--- src/rtl/core/tlg_ram.sv ---
`timescale 1ns / 1ps
`default_nettype none
// ----------------------------------------------------------------------------
// Generic simple dual-port RAM
// One write port and one read port with registered read data.
// ----------------------------------------------------------------------------
module tlg_ram #(
    parameter  int WIDTH = 64,
    parameter  int DEPTH = 64,
    localparam int AW    = (DEPTH > 1) ? $clog2(DEPTH) : 1
) (
    input  wire logic             clk,
    input  wire logic             we,
    input  wire logic [AW-1:0]    waddr,
    input  wire logic [WIDTH-1:0] wdata,
    input  wire logic [AW-1:0]    raddr,
    output logic      [WIDTH-1:0] rdata
);

    logic [WIDTH-1:0] mem [DEPTH];

    always_ff @(posedge clk)
    begin
        if (we)
        begin
            mem[waddr] <= wdata;
        end
        rdata <= mem[raddr];
    end

endmodule
`default_nettype wire

--- config.mk ---
export PLATFORM = sky130hd
export DESIGN_NAME = tlg_ram
export DESIGN_NICKNAME = d
export VERILOG_FILES = /design/src/rtl/core/tlg_ram.sv
export SDC_FILE = /design/constraint.sdc
export NUM_CORES = 2
export LEC_CHECK = 0
export BUFFER_PORTS_ARGS = -buffer_cell sky130_fd_sc_hd__buf_2
export CAP_MARGIN = 20
export CORE_AREA = 5 5 540 542
export DETAILED_ROUTE_END_ITERATION = 7
export DIE_AREA = 0 0 545 547
export GPL_TIMING_DRIVEN = 0
export MAX_ROUTING_LAYER = met4
export PLACE_DENSITY = 0.7
export RECOVER_POWER = 100
export SLEW_MARGIN = 20
export SYNTH_ARGS = -nofsm -noshare
export SYNTH_HDL_FRONTEND = slang
export SYNTH_SLANG_ARGS = --single-unit
--- constraint.sdc ---
create_clock -name clk -period 7.1 [get_ports clk]
set_input_delay 0.71 -clock clk [delete_from_list [all_inputs] [get_ports clk]]
set_output_delay 0.71 -clock clk [all_outputs]
set_load 0.005 [all_outputs]
==> impl_metrics.tcl <==
set metrics [dict create \
    slew_headroom -1.426 \
    die_x_um 545 \
    utilization 0.6144 \
    initialDrtViolationCount 12050 \
    p_leak_uw 0.05462 \
    tritoncts "built" \
    power_density_nw_per_um2 291.3 \
    crit_slowest_cell "clkbuf_1" \
    syn_area_um2 156300 \
    path_class "in2reg" \
    io_buffers 133 \
    path_common_cell "clkbuf_1" \
    grt_pass1_vias 78310 \
    ys_seq_area_frac 0.7949 \
    r2r-end "rdata[31]" \
    grt_pass1_wl_um 595800 \
    skew_ps 45.25 \
    clockRootBuffer "clkbuf_16" \
    status "finished with violations" \
    instances_no_fill 11520 \
    slowest_delay_ps 1330 \
    end_kind "flop" \
    path_clk_slew_ps 70 \
    maxSlewViolCount 6090 \
    routed_wirelength_um 423000 \
    dpl-instance-area_um2 167500 \
    mostFrequentLayoutCell "edfxtp_1" \
    nets 7470 \
    ys_ff_latch 4160 \
    final_cell_mix "4096 x edfxtp_1, 1024 x mux4_2, 561 x clkbuf_1, 408 x clkbuf_16, 190 x buf_2" \
    holdPathEnd "mem[49][12]" \
    worstPathRequired_ps 7810 \
    htree_levels 5 \
    syn_area_per_cell_um2 23.70 \
    post_cts_resized 0 \
    first_pass_iters 7 \
    area_growth_pct 12.56 \
    r2r_slack_ps 4180 \
    vias 77200 \
    die_h_um 547 \
    grt_overflow 0 \
    cts.path.max_buffers 4 \
    hold_violations 0 \
    cts_setup_buffers 0 \
    yosys.cell_types.count 33 \
    clk_latency_ps 920 \
    grt_max_degree 65 \
    antenna_found_initial 44 \
    cts_hold_buffers 0 \
    fmax_mhz 179.8 \
    finalCritPeriodShare 0.7831 \
    antenna_left 0 \
    cp_cell_sequence "clkbuf_1, buf_4, clkbuf_1, clkbuf_1, buf_4, mux2i_1, o22ai_1, a31oi_1, a211oi_1" \
    reg2reg_from "mem[55][31]" \
    io_pins 142 \
    placementRows 197 \
    cp.arrival_ps 6270 \
    initial_core_util 0.5459 \
    min-delay-start "waddr[0]" \
    design_area_um2 176000 \
    hpwlAfterDp_um 278900 \
    peakVddDrop_mv 0.2737 \
    netlist_instances 6598 \
    post-route-min-period_ps 5560 \
    hold_path.class "in2reg" \
    place_congestion 0.8450 \
    drive_gt1_frac 0.2449 \
    dieArea_um2 298100 \
    start_kind "primary input" \
    synth_fp_nets 6676 \
    wire_per_inst_um 36.72 \
    worstPathMaxFanout 13 \
    dp.cells 10770 \
    routed_via_density 6.701 \
    drc_errors 0 \
    drv_cap 190 \
    core_um2 286400 \
    clock-sinks 4160 \
    rsz0062_at_grt "no" \
    worst_slew_pin_slew_ps 3639 \
    synth_warnings 0 \
    cts-buffers-inserted 403 \
    finalSetupViolCount 0 \
    holdPathStages 3 \
    grt_usage 0.2936 \
    r2r_cells 5 \
    failed_checks "capacitance limit, slew limit" \
]
-- synthesized netlist by cell type --
cell type,n,area (µm²)
edfxtp_1,4096,123000
mux4_2,1024,23060
buf_2,170,850.8
a22oi_1,168,1261
clkbuf_1,140,525.5
mux2i_1,135,1351
nor2_1,112,420.4
a22o_1,88,770.7
o22ai_1,83,519.3
and3_1,64,400.4
dfxtp_1,64,1281
a211oi_1,63,473.0
nand2_1,58,217.7
nand3_1,45,225.2
o221ai_1,38,332.8
buf_4,34,255.2
or3_1,29,181.4
nor2b_1,28,175.2
or2_2,28,175.2
a41oi_1,26,227.7
buf_1,20,75.07
a2bb2oi_1,19,166.4
inv_1,19,71.32
a31oi_1,18,112.6
nand2b_1,11,68.82
buf_6,6,67.56
and2_1,3,18.77
nand3b_1,2,15.01
nand4_1,2,12.51
nor3_1,2,10.01
a31o_1,1,8.760
nand4b_1,1,8.760
or3b_2,1,8.760
-- critical path: cells and delay by family --
family          cells  cell delay [ps]
mux                 1              120
buf+inv             5             3610
compound gates      3             1770
-- cell type report --
class | count | area [µm²]
plain buffers | 370 | 1772
clock inverters | 231 | 2480
fillers | 19150 | 110400
multi-input cells | 2049 | 30240
inverters | 19 | 71.32
well taps | 3781 | 4731
diodes | 35 | 87.58
clock buffers | 487 | 10590
repair buffers | 389 | 1732
flip-flops and latches | 4160 | 124300
-- worst max path at each step --
stage                   from  slack [ps]     endpoint
floorplan           waddr[3]         950   mem[48][0]
global placement    waddr[3]       -5250  mem[49][37]
detailed placement  raddr[2]        2200     rdata[6]
CTS                 raddr[2]        3170     rdata[6]
global route        waddr[3]        1570  mem[48][37]
finish              raddr[2]        1540     rdata[6]
-- state kept, by name (all words and copies together), names as in the netlist --
register / cells
mem: 4096
rdata: 64
-- kinds of logic (layout without fill, tap and decap cells) --
| group | count (synthesis) | count (layout) | share of synthesized area |
|---|---|---|---|
| flops | 4160 | 4160 | 0.7949 |
| mux | 1159 | 1159 | 0.1561 |
| compound gates | 504 | 504 | 0.02477 |
| buf+inv | 389 | 1496 | 0.01180 |
| simple gates | 386 | 386 | 0.01240 |
| other cells | 0 | 35 | 0 |
-- power breakdown --
group          internal (µW)  total [µW]  switching, µW
clock                  12400       21400           9020
sequential             27200       27300           57.7
combinational            839        2580           1740
total                  40400       51300          10800
-- metrics by stage --
step                total power (µW)  setup WS [ps]  setup TNS, ps  hold WS, ps
floorplan                      29030          954.0              0        787.8
global placement               30250          -5253       -4778700        896.6
detailed placement             30370           2202              0        893.5
CTS                            51420           3175              0        264.3
global route                   52660           1569              0        509.3
finish                         51260           1540              0        505.8
-- routing by layer --
layer	track usage	vias up	wire (µm)
met5	-	-	0
met4	0.1207	0	22790
met3	0.07561	1070	52720
met2	0.4422	5280	199500
met1	0.3880	40750	148000
li1	-	30110	-
(Power assumes the default switching activity.)
